`config.mk`:
```
export PLATFORM = sky130hd
export DESIGN_NAME = flph_ram
export DESIGN_NICKNAME = d
export VERILOG_FILES = /design/src/design/flph_ram.sv
export SDC_FILE = /design/constraint.sdc
export NUM_CORES = 1
export LEC_CHECK = 0
export BUFFER_PORTS_ARGS = -buffer_cell sky130_fd_sc_hd__buf_4
export CAP_MARGIN = 20
export CORE_AREA = 8 8 168 170
export CTS_CLUSTER_DIAMETER = 30
export DETAILED_ROUTE_END_ITERATION = 6
export DIE_AREA = 0 0 176 178
export PLACE_DENSITY = 0.57
export SLEW_MARGIN = 40
export SYNTH_ARGS = -nofsm -noshare
export SYNTH_HDL_FRONTEND = slang
export SYNTH_SLANG_ARGS = --single-unit
```
`constraint.sdc`:
```
create_clock -name clock -period 5.86 [get_ports clock]
set_input_delay 1.172 -clock clock [delete_from_list [all_inputs] [get_ports clock]]
set_output_delay 1.172 -clock clock [all_outputs]
set_load 0.05 [all_outputs]
```
`src/design/flph_ram.sv`:
```
module flph_ram #(
   parameter int WIDTH = 8,
   parameter int DEPTH = 32
) (
   input  logic                     clock,
   input  logic                     wr_en,
   input  logic [$clog2(DEPTH)-1:0] wr_addr,
   input  logic [WIDTH-1:0]         wr_data,
   input  logic [$clog2(DEPTH)-1:0] rd_addr,
   output logic [WIDTH-1:0]         rd_data
);

   logic [WIDTH-1:0] mem [DEPTH];

   always_ff @(posedge clock) begin
      if (wr_en) begin
         mem[wr_addr] <= wr_data;
      end
      rd_data <= mem[rd_addr];
   end

endmodule

```
## After elaboration in Yosys (flattened, before gate mapping)

Memory sizes are Yosys's and may differ from the RTL's. A register that Yosys moved wholly into a read port is not among the register bits.
Index checks and enable logic that the tools add are counted.

| operators by class | value |
|---|---|
| muxes and demuxes | 2 |

Operator list:

| kind | number |
|---|---|
| $mux 1 | 2 |

| word-level totals | value |
|---|---|
| flip-flop bits (word level) | 0 |
| memory bits (writable) | 256 |
| bits of input ports | 20 |
| output and inout bits | 8 |
| memories | 1 |

Memories:

| memory | words | width | read ports | clocked after Yosys merged registers in | wr ports | line | source |
|---|---|---|---|---|---|---|---|
| mem | 32 | 8 | 1 | 1 | 1 | 13 | `logic [WIDTH-1:0] mem [DEPTH];` |

## Logic depth before layout (Yosys ltp)

Gate-level depths: netlist of run 1.

| depth | value |
|---|---|
| depth in word-level cells | 2 |
| depth in mapped cells | 5 |
| gate-level depth less buffers | 3 |

## Least setup slack after synthesis of run 1

No wires, ideal clock.

| timing path | value |
|---|---|
| path type | input port to flip-flop |
| start point | input port rd_addr[2] |
| end point | register rd_data[0] (read register of mem) |
| library setup time | 121 ps |
| arrival | 2854 ps |
| required time | 5739 ps |
| setup slack | 2886 ps |
| stages | 5 |
| path buffers | 2 |
| cells stage by stage | clkbuf_1 -> clkbuf_1 -> mux4_2 -> mux4_2 -> mux2_2 |

RTL lines:

| item | line | source |
|---|---|---|
| start: declaration | 9 | `input logic [$clog2(DEPTH)-1:0] rd_addr,` |
| end: declaration | 10 | `output logic [WIDTH-1:0] rd_data` |

==> results of run 1 <==
[through the flow]
stage               std cells  setup WS [ns]  hold WS (ns)  power, mW  util (%)
detailed placement        761           2.31         0.896       2.38      41.4
global placement          761           2.09         0.880       2.37      41.3
finish                    831           2.84         0.920       4.66      46.7
floorplan                 417           2.89         0.865       2.28         -
global route              831           2.70         0.943       4.79      46.7
CTS                       831           2.82         0.920       4.69      46.6
[flip-flops by register name, indices dropped and copies added, names as in the netlist]
signal   flops
rd_data      8
mem        256
[synth_stat cells, types with 2 or more instances]
master | number | area (sq um)
buf_4 | 6 | 45.0
nor2_1 | 33 | 124
edfxtp_1 | 256 | 7690
mux4_2 | 80 | 1800
nand3b_1 | 5 | 37.5
dfxtp_1 | 8 | 160
nand3_1 | 2 | 10.0
mux2_2 | 8 | 90.1
buf_1 | 6 | 22.5
or3b_2 | 3 | 26.3
clkbuf_1 | 6 | 22.5
[layout by cell type, fill, tap and decap left out, drive strengths merged]
master,netlist,layout
nand3,2,2
nand3b,5,5
nor2,33,33
buf,14,29
clkinv,0,16
or3b,3,3
nand2,1,1
clkinvlp,0,4
mux2,8,8
inv,0,2
edfxtp,256,256
clkbuf,6,43
bufinv,0,5
or3,1,1
dfxtp,8,8
mux4,80,80
[final timing paths]
kind	endpoint	slack, ns	cells past startpoint	start
max reg2reg	rd_data[2]	4.02	3	mem[20][2]
max	rd_data[0]	2.84	5	rd_addr[0]
min	rd_data[1]	0.92	3	mem[24][1]
min reg2reg	rd_data[1]	0.92	3	mem[24][1]
[metal layers]
| metal | GRT usage, % | up-vias |
|---|---|---|
| met5 | 0 | - |
| met2 | 19.9 | 146 |
| li1 | - | 1887 |
| met3 | 3.56 | 33 |
| met4 | 4.66 | 0 |
| met1 | 18.2 | 2283 |
[tightest hold or removal path, delay by kind of cell, from the launching register on]
kind / cells / cell delay (ns)
DFF: 1 / 0.32
muxes: 3 / 0.58
[area by class of cell]
| type | instances | share of cell area [%] |
|---|---|---|
| clock buffer | 43 | 8.64 |
| clock inverter | 27 | 2.55 |
| multi-input combinational | 133 | 17.8 |
| sequential | 264 | 65.6 |
| tap | 335 | 3.50 |
| timing repair buffer | 29 | 1.88 |
[power breakdown]
group / leakage (nW) / total, mW / internal, mW / switching [mW]
Clock: 0.647 / 2.32 / 1.50 / 0.819
Sequential: 2.37 / 2.11 / 2.10 / 0.00849
Combinational: 0.733 / 0.225 / 0.0912 / 0.134
[cells by family after synthesis]
logic type / after synthesis / share of synthesized area (%)
muxes: 88 / 18.8
and+or+nand+nor: 45 / 2.07
buffers and inverters: 20 / 1.06
DFF: 264 / 78.1
==> results.toml, run 1 <==
[status]
status = "completed"

[final_layout]
final_cell_area_sq_um = 12000
multi_input_area_sq_um = 2130
final_nets = 487
antenna_cells = 0
drive_gt1_share_pct = 39.9
fillers = 2051
synthToLayoutAreaGrowth_pct = 19.0
seq_area_sq_um = 7850

[cts]
clock_path_buffers = 3
cts-root-buf = "clkbuf_16"
cts.sinks = 264
cts_setup_buffers = 0
holdBufCountCts = 0
path_clk_slew_ns = 0.05
cts_made_buffers = 39
cts_tree = "yes"
cts_resized = 0
clkLatencyLatePin_ns = 0.51
htree_levels = 2

[sta]
rsz0062_at_grt = "no"
skew_ns = 0.0159
setup_violations = 0
timing.setup.tns_ns = 0
maxSlewViolCount = 0
finalCriticalPeriod_ns = 3.02
final_hold_viol_count = 0
maxSlewHeadroom_pct = 44.5
worst_slew_pin_slew_ns = 0.830
fmax_mhz = 331
final.period_utilization_pct = 51.6

[floorplan]
die_h_microns = 178
coreArea_sq_um = 25600
io_pins = 28
dieArea_sq_um = 31300
start_util_pct = 39.2
num_rows = 59
fp.dieW_microns = 176

[detailed_routing]
met3_length_mm = 1.41
via_count = 4349
top_layer_used = "met4"
drc = 0
first_pass_iters = 4
vias_per_cell = 5.23
ant_nets = 0
drtIter0Drc = 425
wl_mm = 19.8
wire_per_inst_microns = 23.8
met2_length_mm = 9.32
wl_met1_mm = 8.62

[global_routing]
grtUsageTotal_pct = 13.2
antenna_found_initial = 0
grt_max_degree = 65
grt-ovfl-total = 0
grt_pass1_vias = 4664
grt_pass1_wl_mm = 30.6

[worst_setup_path]
cp_num_buf_inv = 2
critPathTopFamily = "multiplexers"
cp-start-kind = "primary input"
path_common_cell = "mux4_2"
cp.required_ns = 6.23
critical_path_class = "primary input to flip-flop"
critPathMaxFanout = 48
crit_slowest_cell = "mux4_2"
worstPathCellList = "buf_6 -> buf_4 -> mux4_2 -> mux4_2 -> mux2_2"
crit_path_max_incr_delay_ns = 0.57
crit_path_end_kind = "flip-flop"
worstPathArrival_ns = 3.40

[synth]
synth_edf_count = 256
synth_nets = 437
synth_warnings = 0
ys.flop_type = "edfxtp_1"
yosysSeqAreaShare_pct = 78.1
syn_inst = 417
synthArstFlopShare_pct = 0
synthesis.area_sq_um = 10100
ys_ff_latch = 264
syn_area_per_cell_sq_um = 24.1
yosysUniqueCellTypes = 15

[placement]
placed_cell_area_sq_um = 10600
dp_hpwl_mm = 12.3
io_buffers = 27
gp_congestion = 0.767

[pwr]
peakVddDrop_uv = 169
cellLeakagePower_nw = 3.75
power_density_nw_per_um2 = 389

[hold_path]
hold_class = "flip-flop to flip-flop"

[job]
cap_violations = 0
(Power assumes the default switching activity.)
==> run 2, diff against run 1 <==
ABC_AREA = 1   (was unset)
CORE_AREA = 8 8 174 176   (was 8 8 168 170)
DIE_AREA = 0 0 182 184   (was 0 0 176 178)
clock period = 2.8 ns   (was 5.86 ns; I/O delays follow)
==> run 2 against run 1 <==
Compared with the run above:
- routed wire length up 39%
- critical path depth down 4
- clock skew up 0.012 ns
- synthesized cell count up 120%
- hold slack worse by 0.57 ns
- highest routed layer unchanged
==> results.toml, run 2 <==
[pwr]
power_density_nw_per_um2 = 834
peakVddDrop_uv = 518
design_power_total_mw = 10.8
cellLeakagePower_nw = 4.88

[sta]
final_hold_viol_count = 0
maxSlewViolCount = 0
setup_violations = 0
timing.setup.tns_ns = 0
finalCriticalPeriod_ns = 1.77
fmax_mhz = 564
rsz0062_at_grt = "no"
skew_ns = 0.0281
worst_slew_pin_slew_ns = 0.768
hold_slack_ns = 0.346
final.period_utilization_pct = 63.3
maxSlewHeadroom_pct = 48.6

[final_layout]
largest_register = "mem"
final_nets = 1002
largest_reg_flops = 256
antenna_cells = 0
reg_top3 = "mem (256), rd_data (8)"
final_common_cell = "nand2_1"
synthToLayoutAreaGrowth_pct = 20.2
final_cell_mix = "nand2_1 (360), edfxtp_1 (256), nand3_1 (204), buf_4 (58), clkbuf_16 (49)"
drive_gt1_share_pct = 14.3
fin_util_pct = 47.2

[synth]
synth_common_cells = "nand2_1 (360), edfxtp_1 (256), nand3_1 (204)"
yosysSeqAreaShare_pct = 72.8
synth_top_cell_by_area = "edfxtp_1"
ys_ff_latch = 264
syn_area_per_cell_sq_um = 11.7
synth_warnings = 0
ys.flop_type = "edfxtp_1"
yosysUniqueCellTypes = 12
synth_nets = 942
synth_top_area_share_pct = 71.3
synthesis.area_sq_um = 10800
synth_most_common_cell = "nand2_1"
synth_edf_count = 256
synth_area_leaders = "edfxtp_1 (71%), nand2_1 (13%), nand3_1 (9.5%), buf_6 (2.5%), dfxtp_1 (1.5%)"
synthArstFlopShare_pct = 0
syn_inst = 922

[detailed_routing]
drtIter0Drc = 673
vias_per_cell = 5.18
wl_mm = 27.6
ant_nets = 0
wire_per_inst_microns = 20.2
via_count = 7078
first_pass_iters = 6
drc = 0

[global_routing]
grt-ovfl-total = 0
grt_pass1_vias = 6926
antenna_found_initial = 0
grtUsageTotal_pct = 16.5
grt_max_degree = 129
grt_pass1_wl_mm = 41.9

[cts]
clock_path_buffers = 3
cts-root-buf = "clkbuf_16"
htree_levels = 2
clkLatencyLatePin_ns = 0.54
cts_tree = "yes"
cts_setup_buffers = 0
cts_resized = 0
path_clk_slew_ns = 0.05
holdBufCountCts = 0
cts.sinks = 264
cts_made_buffers = 49

[worst_setup_path]
crit_start = "rd_data[6]"
cp-start-kind = "flip-flop"
worstPathCellList = "buf_4"
cp_num_buf_inv = 1
cp.required_ns = 2.24
worstReg2RegStart = "mem[17][4]"
crit_slowest_cell = "dfxtp_1"
crit_path_end_kind = "output pin"
critical_path_class = "flip-flop to output pin"
crit_path_max_incr_delay_ns = 0.43
critPathMaxFanout = 1
critPathTopFamily = "flip-flops"
worstPathArrival_ns = 1.21

[floorplan]
die_h_microns = 184
dieArea_sq_um = 33500
fp.dieW_microns = 182
num_rows = 61
coreArea_sq_um = 27500
start_util_pct = 39.3
io_pins = 28

[placement]
gp_congestion = 0.774
io_buffers = 27
dp_hpwl_mm = 15.9

[hold_path]
hold_path_startpoint = "rd_addr[4]"
hold_class = "primary input to flip-flop"

[status]
status = "completed"

[job]
cap_violations = 0
-- run 2: cell types whose count changed after synthesis, moves of 3 or more --
cell	previous run	this run
buf_1	6	2
buf_2	1	15
buf_6	1	24
inv_1	0	8
mux2_2	8	0
mux4_2	80	0
nand2_1	1	360
nand3_1	2	204
nand3b_1	5	0
or3b_2	3	0
-- run 2: path summary, 6_finish.rpt --
kind	end	slack (ns)	cells past startpoint
min reg2reg	rd_data[7]	0.74	8
max reg2reg	rd_data[4]	1.57	8
min	rd_data[1]	0.35	3
max	rd_data[6]	1.03	1
-- run 2: cell families after synthesis --
group	count (synthesis)	share of synthesized area, %
and+or+nand+nor	596	23.1
DFF	264	72.8
buffers and inverters	62	4.14
-- run 2: through the flow --
stage | cell area (sq um) | setup slack, ns | instances
CTS | 13000 | 1.02 | 1367
global route | 13000 | 1.01 | 1367
global placement | 11300 | 0.586 | 1277
finish | 13000 | 1.03 | 1367
detailed placement | 11300 | 0.586 | 1277
floorplan | 10800 | 1.21 | 922
-- run 2: worst register-to-register path: stages (launching register included) --
cell and delay (ns):
edfxtp_1 0.36, nand2_1 0.07, nand3_1 0.11, nand3_1 0.14, nand2_1 0.08, nand2_1 0.06, nand2_1 0.07, nand2_1 0.12
nand2_1 0.08
-- run 2: layer usage --
metal  up-vias  global-route usage [%]  share of wire (%)
li1       3340                       -                  -
met1      3453                    21.6                 43
met2       238                    26.5                 48
met3        47                    3.48                6.0
met4         0                    6.56                2.4
met5         -                       0                  0
-- run 2: cell type report --
class / instances / area, sq um
Clock buffer: 55 / 1270
Clock inverter: 35 / 393
Tap cell: 346 / 433
Multi-Input combinational cell: 596 / 2490
Timing Repair Buffer: 61 / 495
Fill cell: 2497 / 14500
Sequential cell: 264 / 7850
Inverter: 10 / 40.0
-- run 2: where the power goes --
group	internal, mW	switching, mW
combinational	0.153	0.434
clock	3.83	1.98
sequential	4.40	0.0242
