--- config.mk ---
export PLATFORM = sky130hd
export DESIGN_NAME = flph_hash
export DESIGN_NICKNAME = d
export VERILOG_FILES = /design/src/design/flph_pkg.sv /design/src/design/flph_hash.sv
export SDC_FILE = /design/constraint.sdc
export NUM_CORES = 1
export LEC_CHECK = 0
export ABC_AREA = 1
export BUFFER_PORTS_ARGS = -buffer_cell sky130_fd_sc_hd__buf_2
export CORE_ASPECT_RATIO = 1.5
export CORE_MARGIN = 5
export CORE_UTILIZATION = 30
export DETAILED_ROUTE_END_ITERATION = 10
export GPL_ROUTABILITY_DRIVEN = 0
export PLACE_DENSITY_LB_ADDON = 0.12
export SLEW_MARGIN = 20
export SYNTH_ARGS = -nofsm -noshare
export SYNTH_HDL_FRONTEND = slang
export SYNTH_SLANG_ARGS = --single-unit
--- constraint.sdc ---
create_clock -name clock -period 7 [get_ports clock]
set_clock_uncertainty 0.05 [all_clocks]
set_input_delay 1.4 -clock clock [delete_from_list [all_inputs] [get_ports clock]]
set_output_delay 1.4 -clock clock [all_outputs]
set_load 0.02 [all_outputs]
--- src/design/flph_pkg.sv ---
package flph_pkg;

   localparam logic [31:0] FNV_BASIS = 32'd2166136261;
   localparam logic [31:0] FNV_PRIME = 32'd16777619;

   typedef enum logic [2:0] {
      ST_INSERTED  = 3'd0,
      ST_DUPLICATE = 3'd1,
      ST_HIT       = 3'd2,
      ST_MISS      = 3'd3,
      ST_FULL      = 3'd4,
      ST_TOO_LONG  = 3'd5
   } status_type;

   typedef enum logic [3:0] {
      S_COLLECT,
      S_MOD,
      S_CLEAR,
      S_RD_SLOT,
      S_WAIT_SLOT,
      S_CHECK_SLOT,
      S_RD_BYTE,
      S_WAIT_BYTE,
      S_CHECK_BYTE,
      S_WR_BYTES,
      S_RESULT
   } fsm_type;

   localparam logic REQ_INSERT = 1'b0;

endpackage

--- src/design/flph_hash.sv ---
// FNV-1a byte fold: one multiply per beat.
module flph_hash (
   input  logic        clock,
   input  logic        reset,
   input  logic        step,
   input  logic        clear,
   input  logic [7:0]  data_byte,
   output logic [31:0] hash
);

   logic [31:0] hash_ff, hash_in;

   always_comb begin
      hash_in = hash_ff;
      if (step) begin
         hash_in = (hash_ff ^ {24'd0, data_byte}) * flph_pkg::FNV_PRIME;
      end else if (clear) begin
         hash_in = flph_pkg::FNV_BASIS;
      end
   end

   always_ff @(posedge clock) begin
      if (reset) begin
         hash_ff <= flph_pkg::FNV_BASIS;
      end else begin
         hash_ff <= hash_in;
      end
   end

   assign hash = hash_ff;

endmodule

# ---- After elaboration in Yosys (flattened, before gate mapping)
# Index checks and enable logic that the tools add are counted.
dict set report totals {
  regBits 32
  latchBits 0
  mem_bits_rw 0
  rom_bits 0
  inputBits 12
  wordCells 6
  mem_count 0
}
dict set report op_classes {
  n_addsub 0
  mul 1
  n_div 0
  n_lt_le_gt_ge 0
  n_eq_ne 0
  shift 0
  n_mux 2
  bitwise 1
  reduce_logical 1
}
# cell count
set ops {}
lappend ops {{32-bit two-way mux} 2}
lappend ops {{32-bit by 25-bit multiplier with 32-bit output (second input constant)} 1}
lappend ops {{32-bit by 8-bit bitwise XOR with 32-bit output} 1}
lappend ops {{2-bit nonzero test} 1}

# ---- Logic depth before layout (Yosys ltp)
# Gate-level depths: netlist of run 1.
dict set report logic_depth {
  ltp_word 3
  mapped_depth 27
  ltp_nobuf 27
}

# ---- Worst setup path before layout of run 1
# OpenSTA, ideal clock, no wires.
dict set report synth_timing {
  path_type {input port to flip-flop}
  from {input data_byte[7]}
  to {register hash_ff[24] (netlist: hash[24])}
  setup_time_ns 0.126
  arrival_ns 5.566
  slack_ns 1.259
  stages 22
  path_buffers 0
  path_cell_list {or2_1 -> nand2_1 -> inv_1 -> ha_1 -> ha_1 -> fa_1 -> ha_1 -> fa_1 -> ha_1 -> inv_1 -> fa_1 -> inv_1 -> ha_1 -> a21oi_1 -> o21ai_0 -> a21oi_1 -> nand2b_1 -> nand3_1 -> nand2_1 -> nand3_1 -> nand2_1 -> nand2_1}
}
dict set report synth_via {
  elab_chain_len 3
}
# item line
set synth_lines {}
lappend synth_lines {{from (decl)} flph_hash.sv:7} ;# input logic [7:0] data_byte,
lappend synth_lines {{32-bit by 8-bit bitwise XOR with 32-bit output} flph_hash.sv:16} ;# hash_in = (hash_ff ^ {24'd0, data_byte}) * flph_pkg::FNV_PRIME;
lappend synth_lines {{32-bit by 25-bit multiplier with 32-bit output} flph_hash.sv:16}
lappend synth_lines {{32-bit two-way mux} flph_hash.sv:15} ;# if (step) begin
lappend synth_lines {{to (signal assigned)} flph_hash.sv:24} ;# hash_ff <= flph_pkg::FNV_BASIS;
lappend synth_lines {{to (signal assigned)} flph_hash.sv:26} ;# hash_ff <= hash_in;
lappend synth_lines {{to (decl)} flph_hash.sv:11} ;# logic [31:0] hash_ff, hash_in;
# No other way between the ends.
# A chain may end at the register's enable or synchronous reset.

# ---- Final worst setup path of run 1
dict set report layout_timing {
  from {input data_byte[7]}
  to {register hash_ff[22] (netlist: hash[22])}
}
# The elaborated chain is that of the path after synthesis.

==> implementation parameters, run 1 <==
Parameter                              Value

Status
  Result of the run ... finished clean

Timing
  Slew @ Worst Pin ... between 0.7 and 0.8 ns
  Post-route setup TNS ... 0 ns
  Worst hold slack ... 0.443 ns
  Final slew viol count ... 0
  Share of the clock period used by the worst path ... 0.885
  Slew margin rel. ... 0.518
  Final setup fails ... 0
  Highest achievable clock rate ... roughly 160 MHz
  Unrepaired setup endpoints after global routing ... false
  Time the worst path needs with I/O delays and setup ... 6.19 ns
  Number of hold violations in the final report ... 0

Clocking
  Clk sinks ... 32
  Clk Latency, worst-skew pair ... between 0.2 and 0.3 ns
  Buffer count from post-CTS setup fixing ... 0
  TritonCTS clock tree ... built
  Worst-path clk slew ... 0.06 ns
  CTS root buf ... sky130_fd_sc_hd__clkbuf_16
  Total clock buffers created by CTS ... 5
  Number of buffers inserted by hold repair at cts ... 0
  Post-cts repair resize count ... 0
  CTS HTree Levels ... 2
  Longest Clk Path Bufs ... 2

Yosys
  Share of synthesized cell area in full adder, half adder and majority cells ... 0.514
  Combinational family with the most area after synthesis ... adder cells
  #FFs+latches synth ... 32
  Synth top area share ... 0.313
  Cell types occupying the most area after synthesis ... sky130_fd_sc_hd__ha_1, sky130_fd_sc_hd__fa_1, sky130_fd_sc_hd__inv_1
  Number of instances in the synthesized netlist ... ~940
  Number of warnings reported in the yosys synthesis log ... 0
  Post-synth net total ... ~1200
  Synthesized-area fraction occupied by and/or/nand/nor cells ... 0.182
  Share of cell area taken by muxes after synthesis ... 0
  Share of the synthesized netlist area taken by xor and xnor gates ... 0.0249
  Post-synthesis instance area ... 7390 µm²
  Sequential area share after synthesis ... 0.0867
  Largest area contributor in the synthesized netlist ... sky130_fd_sc_hd__ha_1
  Mean cell area of the mapped netlist ... about 8 µm²
  Area fraction in compound gates after synthesis ... 0.0715
  Count of cell types in the netlist ... 37

GRT
  Total routing usage reported by global routing ... 0.165
  Largest net degree at the start of global routing ... 22
  Residual overflow from global routing ... 0
  Via count of the first global-routing pass ... approximately 6600
  Antenna violations before repair ... 1
  Global-route wire length before repair ... 35900 µm

Finish
  Final-layout fill cell count ... ~2700
  Area added between synthesis and finish ... 11.0%
  Antenna diode count ... 0
  Layout Cells excl Fill ... 1321
  Number of flip-flops under the largest register name ... 32
  Net total in the final layout ... between 1000 and 1500
  Area of combinational cells with multiple inputs ... between 5000 and 6000 µm²
  Area taken by flip-flops and latches ... ~640 µm²
  Core utilization of the finished layout ... 0.337
  Ratio of cells with drive above 1 in the final layout ... 0.104

Floorplan
  Width of the die ... about 140 µm
  Standard cell core area ... 24300 µm²
  I/O pin total ... 44
  Die Span Y ... about 200 µm
  Number of core rows ... 70
  Initial Util ... 0.303
  Area of the die ... roughly 28000 µm²

Route
  Detail Route met2 WL ... ~12000 µm
  Via-to-Cell Ratio ... 4.60
  Post-Route M1 WL ... roughly 8900 µm
  Via Count ... slightly above 6000
  Number of remaining DRC errors ... 0
  Wire length per cell ... around 17 µm
  Routed WL ... approximately 22000 µm
  First-iteration detailed-routing DRC count ... between 150 and 200
  Post-route ant nets ... 0
  Highest metal layer with signal wires ... met5
  Number of search-and-repair iterations in the first detailed-routing pass ... 5
  Routed met3 length ... 545 µm

Place
  Port Buffer Count ... 43
  Half-perimeter wire length after detailed placement ... a little under 20000 µm
  Number of placed cells counting well taps ... between 1000 and 1500

Worst setup path
  Maximum fanout encountered on the critical timing path ... 5
  Critical Path Sink Type ... register
  Slowest-stage cell, CP ... sky130_fd_sc_hd__fa_1
  Critical path cell sequence ... buf_2, or2_1, nand2_1, inv_1, ha_1, ha_1, fa_1, ha_1, fa_1, ha_1, inv_1, fa_1, inv_1, ha_1, a21oi_1, o21ai_0, a21oi_1, nand2_2, nand2_2, nand2_1, nand2_1, nand3_2, a21oi_2
  Path type of the worst setup path ... primary input to register
  CP Data Arrival Time ... approximately 6.4 ns
  Element type at the critical path start ... primary input
  CP peak stage delay ... 0.53 ns
  Required arrival time at the worst endpoint ... a little over 7 ns
  CP most frequent cell ... sky130_fd_sc_hd__ha_1

Run
  # Max-Cap Violations ... 0

Worst hold path
  Worst hold-check path type ... register to register
## final timing paths
path	slack, ns	cells after the start	endpoint	from
worst max-delay path	0.81	23	hash[22]$_SDFFE_PP0P_	data_byte[7]
worst min-delay path	0.44	2	hash[4]$_SDFFE_PP0P_	hash[4]$_SDFFE_PP0P_
worst max register to register	1.67	22	hash[22]$_SDFFE_PP0P_	hash[7]$_SDFFE_PP1P_
worst min register to register	0.44	2	hash[4]$_SDFFE_PP0P_	hash[4]$_SDFFE_PP0P_
## cells by family (layout without fill, tap and decap cells)
| logic type | count (synthesis) | after routing |
|---|---|---|
| buf+inv | 238 | 291 |
| simple gates | 301 | 301 |
| flops | 32 | 32 |
| compound gates | 93 | 93 |
| xor+xnor | 21 | 21 |
| fa+ha+maj | 259 | 259 |
## worst max-delay path, delay by kind of cell
family / cells / cell delay [ns]
AOI/OAI and AO/OA: 4 / 0.82
adders and majority gates: 8 / 2.96
buffers and inverters: 4 / 0.39
and+or+nand+nor: 7 / 0.78
## final cells by class
class                   instances  share of cell area
multi-input cells             674               0.714
inverters                     229               0.105
flip-flops and latches         32              0.0781
well taps                     324              0.0494
repair buffers                 54              0.0363
clock buffers                   8              0.0178
## Yosys cell counts
| library cell | number |
|---|---|
| sky130_fd_sc_hd__nor2_2 | 6 |
| sky130_fd_sc_hd__a21oi_2 | 5 |
| sky130_fd_sc_hd__nor3_1 | 4 |
| sky130_fd_sc_hd__o22ai_1 | 8 |
| sky130_fd_sc_hd__nand3b_1 | 2 |
| sky130_fd_sc_hd__buf_1 | 1 |
| sky130_fd_sc_hd__inv_2 | 7 |
| sky130_fd_sc_hd__nor3_2 | 2 |
| sky130_fd_sc_hd__nand3b_2 | 1 |
| sky130_fd_sc_hd__o21ai_2 | 2 |
| sky130_fd_sc_hd__xor2_1 | 17 |
| sky130_fd_sc_hd__buf_2 | 3 |
| sky130_fd_sc_hd__nand2_1 | 174 |
| sky130_fd_sc_hd__ha_1 | 185 |
| sky130_fd_sc_hd__nand4_1 | 11 |
| sky130_fd_sc_hd__and3_1 | 1 |
| sky130_fd_sc_hd__o21ai_0 | 14 |
| sky130_fd_sc_hd__dfxtp_1 | 32 |
| sky130_fd_sc_hd__xnor2_1 | 4 |
| sky130_fd_sc_hd__nand3_1 | 43 |
| sky130_fd_sc_hd__o21bai_2 | 1 |
| sky130_fd_sc_hd__nand2b_1 | 1 |
| sky130_fd_sc_hd__clkinv_1 | 1 |
| sky130_fd_sc_hd__o21ai_1 | 8 |
| sky130_fd_sc_hd__inv_1 | 221 |
| sky130_fd_sc_hd__fa_1 | 74 |
| sky130_fd_sc_hd__o21bai_1 | 4 |
| sky130_fd_sc_hd__nand2_2 | 7 |
| sky130_fd_sc_hd__o21a_1 | 2 |
| sky130_fd_sc_hd__a21o_1 | 2 |
| sky130_fd_sc_hd__nor2_1 | 35 |
| sky130_fd_sc_hd__nor3b_2 | 1 |
| sky130_fd_sc_hd__nand3_2 | 5 |
| sky130_fd_sc_hd__clkbuf_1 | 5 |
| sky130_fd_sc_hd__or2_1 | 2 |
| sky130_fd_sc_hd__a21oi_1 | 47 |
| sky130_fd_sc_hd__or2_2 | 6 |
## cells in the final DEF, fill, tap and decap left out, types with 11 or more instances in the layout
master,count
sky130_fd_sc_hd__a21oi_1,47
sky130_fd_sc_hd__buf_2,43
sky130_fd_sc_hd__buf_4,11
sky130_fd_sc_hd__dfxtp_1,32
sky130_fd_sc_hd__fa_1,74
sky130_fd_sc_hd__ha_1,185
sky130_fd_sc_hd__inv_1,221
sky130_fd_sc_hd__nand2_1,174
sky130_fd_sc_hd__nand3_1,43
sky130_fd_sc_hd__nand4_1,11
sky130_fd_sc_hd__nor2_1,34
sky130_fd_sc_hd__o21ai_0,14
sky130_fd_sc_hd__xor2_1,17
## per-stage QoR
| stage | cell area, µm² | worst slack, ns |
|---|---|---|
| 2_1_floorplan | 7390 | 1.26 |
| 3_5_place_dp | 8060 | 0.525 |
| 5_1_grt | 8200 | 0.478 |
| 3_3_place_gp | 8060 | 0.528 |
| 4_1_cts | 8200 | 0.793 |
| 6_report | 8200 | 0.807 |
## per-layer routing
layer | global-route usage | vias to the layer above
li1 | - | 3090
met1 | 0.179 | 2888
met2 | 0.331 | 72
met3 | 0.0178 | 26
met4 | 0.0473 | 2
met5 | 0 | -
Power of run 1 is not shown: default switching activity piles up to over one toggle a cycle in this logic, so the estimate is an artifact.
==> run 2, diff against run 1 <==
CORE_ASPECT_RATIO = 1.4   (was 1.5)
MAX_ROUTING_LAYER = met4   (was not set)
==> run 2 against run 1 <==
Compared with the run above: critical path depth unchanged; utilization shrank 0.39 points; sequential share of layout area barely moved; count of clock-buffer cells in the layout shrank 2; setup slack better by 0.027 ns; die area about the same; worst hold slack improved by 0.0067 ns; sequential cell count did not move; first-iteration DRC count rose by 15%; via count is 1.5% lower; critical endpoint is now hash[24]$_SDFFE_PP1P_; largest cell class unchanged.
==> implementation parameters, run 2 (synthesis gave the netlist of run 1 again) <==
Parameter                              Value

Worst setup path
  CP Data Arrival Time ... 6.27 ns (-0.09 ns)
  Internal reg-to-reg setup slack ... 1.71 ns (+0.04 ns)
  Worst reg-to-reg path cell count ... 22 (unchanged)
  Element type at the critical path start ... primary input
  Maximum fanout encountered on the critical timing path ... 5 (unchanged)
  Critical R2R Capture ... hash[24]$_SDFFE_PP1P_
  Reg2Reg Launch Point ... hash[7]$_SDFFE_PP1P_
  Required arrival time at the worst endpoint ... 7.11 ns (-0.06 ns)
  Critical Path Sink Type ... register
  Path type of the worst setup path ... primary input to register

Timing
  Unrepaired setup endpoints after global routing ... false
  Share of the clock period used by the worst path ... 0.881 (-0.00390)
  Final slew viol count ... 0 (unchanged)
  Time the worst path needs with I/O delays and setup ... 6.17 ns (-0.0273 ns)
  Worst hold slack ... 0.449 ns (+0.00674 ns)
  Post-route setup TNS ... 0 ns (unchanged)
  Slew margin rel. ... 0.485 (-0.0325)
  Final setup fails ... 0 (unchanged)
  Slew @ Worst Pin ... 0.771 ns (+0.0487 ns)
  Highest achievable clock rate ... 162 MHz (+0.44%)
  Number of hold violations in the final report ... 0 (unchanged)

Floorplan
  Width of the die ... 143 µm (+3.3%)
  Number of core rows ... 68 (-2.9%)
  Initial Util ... 0.301 (-0.00192)
  Die Span Y ... 196 µm (-3.2%)
  I/O pin total ... 44 (unchanged)
  Standard cell core area ... 24500 µm² (+0.64%)
  Area of the die ... 27900 µm² (about the same)

GRT
  Global-route wire length before repair ... 35000 µm (-2.6%)
  Total routing usage reported by global routing ... 0.169 (+0.00405)
  Largest net degree at the start of global routing ... 22 (unchanged)
  Residual overflow from global routing ... 0 (unchanged)
  Via count of the first global-routing pass ... 6256 (-5.3%)
  Antenna violations before repair ... 1 (unchanged)

Status
  Result of the run ... finished clean

Place
  Half-perimeter wire length after detailed placement ... 18900 µm (-1.9%)
  Port Buffer Count ... 43 (unchanged)

Finish
  Commonest non-fill, non-tap cells in the layout ... sky130_fd_sc_hd__inv_1, sky130_fd_sc_hd__ha_1, sky130_fd_sc_hd__nand2_1
  Leading cell type in the layout, fill and taps excluded ... sky130_fd_sc_hd__inv_1
  Area taken by flip-flops and latches ... 641 µm² (unchanged)
  Area added between synthesis and finish ... 10.4%
  Number of flip-flops under the largest register name ... 32 (unchanged)
  Ratio of cells with drive above 1 in the final layout ... 0.102 (-0.00260)
  Final-layout fill cell count ... 2673 (-2.0%)
  Net total in the final layout ... 1264 (-0.24%)
  Area of combinational cells with multiple inputs ... 5850 µm² (unchanged)

Worst hold path
  Hold Path Cell Cnt ... 2 (unchanged)
  Worst hold-check path type ... register to register
  Launch instance of the worst min-delay path ... hash[4]$_SDFFE_PP0P_
  Terminating pin of the worst hold path ... hash[4]$_SDFFE_PP0P_

Route
  Number of remaining DRC errors ... 0 (unchanged)
  Via Count ... 5989 (-1.5%)
  First-iteration detailed-routing DRC count ... 225 (+15%)
  Via-to-Cell Ratio ... 4.58 (-0.56%)
  Routed WL ... 22000 µm (-1.8%)
  Post-route ant nets ... 0 (unchanged)
  Number of search-and-repair iterations in the first detailed-routing pass ... 5 (unchanged)
  Wire length per cell ... 16.8 µm (-0.90%)

Clocking
  Worst-path clk slew ... 0.06 ns (about the same)
  Clk sinks ... 32 (unchanged)
  Post-cts repair resize count ... 0 (unchanged)
  Buffer count from post-CTS setup fixing ... 0 (unchanged)
  CTS root buf ... sky130_fd_sc_hd__clkbuf_16
  Longest Clk Path Bufs ... 2 (unchanged)
  Total clock buffers created by CTS ... 5 (unchanged)
  TritonCTS clock tree ... built
  Clk Latency, worst-skew pair ... 0.29 ns (about the same)
  Number of buffers inserted by hold repair at cts ... 0 (unchanged)
  CTS HTree Levels ... 2 (unchanged)

Run
  # Max-Cap Violations ... 0 (unchanged)
-- run 2: cell type report --
| type | instances | area share |
|---|---|---|
| inverter | 229 | 0.105 |
| multi-input combinational | 674 | 0.717 |
| sequential | 32 | 0.0785 |
| tap | 315 | 0.0483 |
| clock inverter | 1 | 0.000613 |
| timing repair buffer | 51 | 0.0337 |
| clock buffer | 6 | 0.0158 |
| antenna | 1 | 0.000307 |
-- run 2: critical path, stage by stage --
cell and delay (ns):
sky130_fd_sc_hd__buf_2 0.10, sky130_fd_sc_hd__or2_1 0.22, sky130_fd_sc_hd__nand2_1 0.15, sky130_fd_sc_hd__inv_1 0.18, sky130_fd_sc_hd__ha_1 0.33, sky130_fd_sc_hd__ha_1 0.30, sky130_fd_sc_hd__fa_1 0.49, sky130_fd_sc_hd__ha_1 0.22
sky130_fd_sc_hd__fa_1 0.48, sky130_fd_sc_hd__ha_1 0.29, sky130_fd_sc_hd__inv_1 0.05, sky130_fd_sc_hd__fa_1 0.53, sky130_fd_sc_hd__inv_1 0.04, sky130_fd_sc_hd__ha_1 0.34, sky130_fd_sc_hd__a21oi_1 0.22, sky130_fd_sc_hd__o21ai_0 0.18
sky130_fd_sc_hd__a21oi_1 0.24, sky130_fd_sc_hd__nand2b_1 0.18, sky130_fd_sc_hd__nand3_1 0.09, sky130_fd_sc_hd__nand2_1 0.06, sky130_fd_sc_hd__nand3_1 0.07, sky130_fd_sc_hd__nand2_1 0.08, sky130_fd_sc_hd__nand2_1 0.04
-- run 2: worst max path at each step --
| stage | from | end | slack [ns] | cells past startpoint |
|---|---|---|---|---|
| after floorplan | data_byte[7] | hash[24]$_SDFFE_PP1P_ | 1.26 | 22 |
| after CTS | data_byte[7] | hash[24]$_SDFFE_PP1P_ | 0.80 | 23 |
| after global routing | data_byte[4] | hash[31]$_SDFFE_PP1P_ | 0.48 | 25 |
| final | data_byte[7] | hash[24]$_SDFFE_PP1P_ | 0.83 | 23 |
| after detailed placement | data_byte[7] | hash[24]$_SDFFE_PP1P_ | 0.50 | 23 |
| after global placement | data_byte[7] | hash[24]$_SDFFE_PP1P_ | 0.46 | 23 |
-- run 2: routing by layer --
metal / global-route usage / share of wire / vias to the layer above
met5: - / 0 / -
met4: 0.0454 / 0.025 / 0
met3: 0.0146 / 0.022 / 20
met2: 0.312 / 0.53 / 71
met1: 0.194 / 0.42 / 2823
li1: - / - / 3075
-- run 2: per-stage QoR --
stage	utilization	area, µm²	std cells	setup WS (ns)
floorplan	-	7390	944	1.26
global placement	0.327	8020	1301	0.462
detailed placement	0.327	8020	1301	0.504
CTS	0.333	8160	1308	0.798
global route	0.333	8160	1309	0.485
finish	0.333	8160	1309	0.834
Power of run 2 is left out for the same reason.
==> run 3, diff against run 2 <==
ABC_AREA = 0   (was 1)
PLACE_DENSITY = 0.57   (was not set)
PLACE_DENSITY_LB_ADDON = not set   (was 0.12)
==> run 3 against run 2 <==
Compared with the run above: cell area is 7.8% lower; die area is 7.6% lower; synthesized cell count is 23% lower; sequential share of layout area is 0.66 points higher; largest cell class unchanged; wire length is 23% lower; critical endpoint is now hash[31]$_SDFFE_PP1P_; global-route usage is 2.2 points lower; area after synthesis is 8.1% lower.
==> implementation parameters, run 3 <==
Parameter                              Value

Finish
  Commonest non-fill, non-tap cells in the layout ... sky130_fd_sc_hd__ha_1, sky130_fd_sc_hd__inv_1, sky130_fd_sc_hd__fa_1
  Net total in the final layout ... 1044 (-17%)
  Ratio of cells with drive above 1 in the final layout ... 0.0904 (-0.0113)
  Antenna diode count ... 0 (-1)
  Leading cell type in the layout, fill and taps excluded ... sky130_fd_sc_hd__ha_1
  Area added between synthesis and finish ... 10.9%
  Number of flip-flops under the largest register name ... 32 (unchanged)
  Design Area, Final ... 7520 µm² (-7.8%)

Timing
  Slew margin rel. ... 0.254 (-0.232)
  Post-route setup TNS ... 0 ns (unchanged)
  Slew @ Worst Pin ... 1.11 ns (+0.340 ns)
  Share of the clock period used by the worst path ... 0.941 (+0.0603)
  Unrepaired setup endpoints after global routing ... false
  Highest achievable clock rate ... 152 MHz (-6.4%)
  Final setup fails ... 0 (unchanged)
  Number of hold violations in the final report ... 0 (unchanged)
  Time the worst path needs with I/O delays and setup ... 6.59 ns (+0.422 ns)
  Final slew viol count ... 0 (unchanged)

Worst setup path
  CP Data Arrival Time ... 6.67 ns (+0.40 ns)
  Maximum fanout encountered on the critical timing path ... 6 (+1)
  Critical R2R Capture ... hash[31]$_SDFFE_PP1P_
  Slowest-stage cell, CP ... sky130_fd_sc_hd__fa_1
  Required arrival time at the worst endpoint ... 7.09 ns (-0.02 ns)
  Worst reg-to-reg path cell count ... 19 (-14%)
  Reg2Reg Launch Point ... hash[5]$_SDFFE_PP0P_
  CP peak stage delay ... 0.53 ns (about the same)
  Path type of the worst setup path ... primary input to register
  Critical path cell sequence ... buf_2, xor2_1, ha_1, ha_1, fa_1, ha_1, fa_1, ha_1, inv_1, fa_1, inv_1, ha_1, a211oi_1, nand2_1, o2111ai_1, nand4_1, a31oi_1, o21ai_1, xnor2_1, a21oi_1
  Internal reg-to-reg setup slack ... 1.20 ns (-0.51 ns)
  Capturing instance or port of the critical path ... hash[31]$_SDFFE_PP1P_
  Element type at the critical path start ... primary input
  CP most frequent cell ... sky130_fd_sc_hd__ha_1
  Beginning of the critical path ... data_byte[5]
  Critical Path Sink Type ... register

Clocking
  Total clock buffers created by CTS ... 5 (unchanged)
  CTS HTree Levels ... 2 (unchanged)
  Number of buffers inserted by hold repair at cts ... 0 (unchanged)
  Buffer count from post-CTS setup fixing ... 0 (unchanged)
  CTS root buf ... sky130_fd_sc_hd__clkbuf_16
  Post-cts repair resize count ... 0 (unchanged)
  Longest Clk Path Bufs ... 2 (unchanged)
  Worst-path clk slew ... 0.06 ns (about the same)
  Clk Latency, worst-skew pair ... 0.28 ns (about the same)
  TritonCTS clock tree ... built
  Clk sinks ... 32 (unchanged)

GRT
  Via count of the first global-routing pass ... 5489 (-12%)
  Met3 GRT Util ... 0.0156 (+0.000936)
  Total routing usage reported by global routing ... 0.147 (-0.0224)
  Most used routing layer ... met2
  Global-route wire length before repair ... 28700 µm (-18%)
  Residual overflow from global routing ... 0 (unchanged)
  Global routing usage on met1 ... 0.162 (-0.0316)
  Met2 Usage GRT ... 0.276 (-0.0357)
  Largest net degree at the start of global routing ... 46 (+110%)
  Antenna violations before repair ... 0 (-1)

Yosys
  #FFs+latches synth ... 32 (unchanged)
  Largest area contributor in the synthesized netlist ... sky130_fd_sc_hd__ha_1
  Number of enable flip-flop cells after synthesis ... 0 (unchanged)
  Synth top area share ... 0.341 (+0.0277)
  Cell with the most instances after synthesis ... sky130_fd_sc_hd__ha_1
  Number of warnings reported in the yosys synthesis log ... 0 (unchanged)
  Number of instances in the synthesized netlist ... 729 (-23%)
  Top cells by count, synth ... sky130_fd_sc_hd__ha_1, sky130_fd_sc_hd__inv_1, sky130_fd_sc_hd__fa_1
  Top FF cell, synth ... sky130_fd_sc_hd__dfxtp_1
  Cell types occupying the most area after synthesis ... sky130_fd_sc_hd__ha_1, sky130_fd_sc_hd__fa_1, sky130_fd_sc_hd__dfxtp_1
  Count of cell types in the netlist ... 47 (+27%)
  Post-synthesis instance area ... 6790 µm² (-8.1%)
  Post-synth net total ... 1000 (-18%)
  Sequential area share after synthesis ... 0.0944 (+0.00767)
  Async SR Flop Fraction ... 0 (unchanged)
  Mean cell area of the mapped netlist ... 9.31 µm² (+19%)

Floorplan
  I/O pin total ... 44 (unchanged)
  Number of core rows ... 65 (-4.4%)
  Area of the die ... 25800 µm² (-7.6%)
  Initial Util ... 0.302 (+0.000871)
  Width of the die ... 137 µm (-3.9%)
  Standard cell core area ... 22400 µm² (-8.4%)
  Die Span Y ... 188 µm (-3.9%)

Place
  Port Buffer Count ... 43 (unchanged)
  Half-perimeter wire length after detailed placement ... 14500 µm (-23%)
  Cell area reported after detailed placement ... 7380 µm² (-8.0%)

Route
  Number of search-and-repair iterations in the first detailed-routing pass ... 4 (-1)
  Number of remaining DRC errors ... 0 (unchanged)
  Via-to-Cell Ratio ... 4.66 (+1.9%)
  Post-route ant nets ... 0 (unchanged)
  Routed WL ... 16900 µm (-23%)
  Wire length per cell ... 15.8 µm (-6.4%)
  First-iteration detailed-routing DRC count ... 178 (-21%)
  Via Count ... 5013 (-16%)

Status
  Result of the run ... finished clean

Worst hold path
  Worst hold-check path type ... register to register

Run
  # Max-Cap Violations ... 0 (unchanged)
## run 3: cell types whose count changed in the layout (fill, tap and decap cells not counted), moves of 8 or more
| cell | change |
|---|---|
| sky130_fd_sc_hd__a21oi_1 | -8 |
| sky130_fd_sc_hd__xor2_1 | +9 |
| sky130_fd_sc_hd__nand2_1 | -161 |
| sky130_fd_sc_hd__o22ai_1 | -8 |
| sky130_fd_sc_hd__a22o_1 | +8 |
| sky130_fd_sc_hd__xnor2_1 | +23 |
| sky130_fd_sc_hd__nor3b_1 | +9 |
| sky130_fd_sc_hd__inv_1 | -55 |
| sky130_fd_sc_hd__nand3_1 | -36 |
## run 3: how the worst min path moves through the flow
stage	to	start	cells after the start
after floorplan	hash[31]$_SDFFE_PP1P_	hash[31]$_SDFFE_PP1P_	2
after global placement	hash[0]$_SDFFE_PP1P_	hash[0]$_SDFFE_PP1P_	3
after detailed placement	hash[31]$_SDFFE_PP1P_	hash[31]$_SDFFE_PP1P_	2
after CTS	hash[31]$_SDFFE_PP1P_	hash[31]$_SDFFE_PP1P_	2
after global routing	hash[31]$_SDFFE_PP1P_	hash[31]$_SDFFE_PP1P_	2
final	hash[31]$_SDFFE_PP1P_	hash[31]$_SDFFE_PP1P_	2
## run 3: final cells by class
| class | count | area (µm²) |
|---|---|---|
| Clock buffer | 5 | 125 |
| Clock inverter | 3 | 18.8 |
| Fill cell | 2403 | 14900 |
| Inverter | 166 | 623 |
| Multi-Input combinational cell | 518 | 5470 |
| Sequential cell | 32 | 641 |
| Tap cell | 301 | 377 |
| Timing Repair Buffer | 50 | 268 |
## run 3: cell families after synthesis
family | Yosys count | share of synthesized area
AOI/OAI and AO/OA | 106 | 0.103
muxes | 1 | 0.00166
xor gates and xnor gates | 53 | 0.0684
adders and majority gates | 259 | 0.559
DFF | 32 | 0.0944
buffers and inverters | 179 | 0.0992
and+or+nand+nor | 99 | 0.0737
## run 3: critical path: cells and delay by family
family,cells,cell delay (ns)
compound gates,5,1.19
xor+xnor,2,0.63
fa+ha+maj,8,2.99
buf+inv,3,0.21
simple gates,2,0.26
## run 3: layer usage
metal,share of wire,vias up
li1,-,2491
met1,0.40,2435
met2,0.56,57
met3,0.021,30
met4,0.022,0
met5,0,-
## run 3: through the flow
step	setup slack [ns]	instances	util	hold slack, ns
2_1_floorplan	0.797	729	-	0.530
3_3_place_gp	0.202	1067	0.329	0.493
3_5_place_dp	0.147	1067	0.329	0.490
4_1_cts	0.462	1075	0.335	0.504
5_1_grt	0.130	1075	0.335	0.521
6_report	0.412	1075	0.335	0.497
Power of run 3 is left out for the same reason.
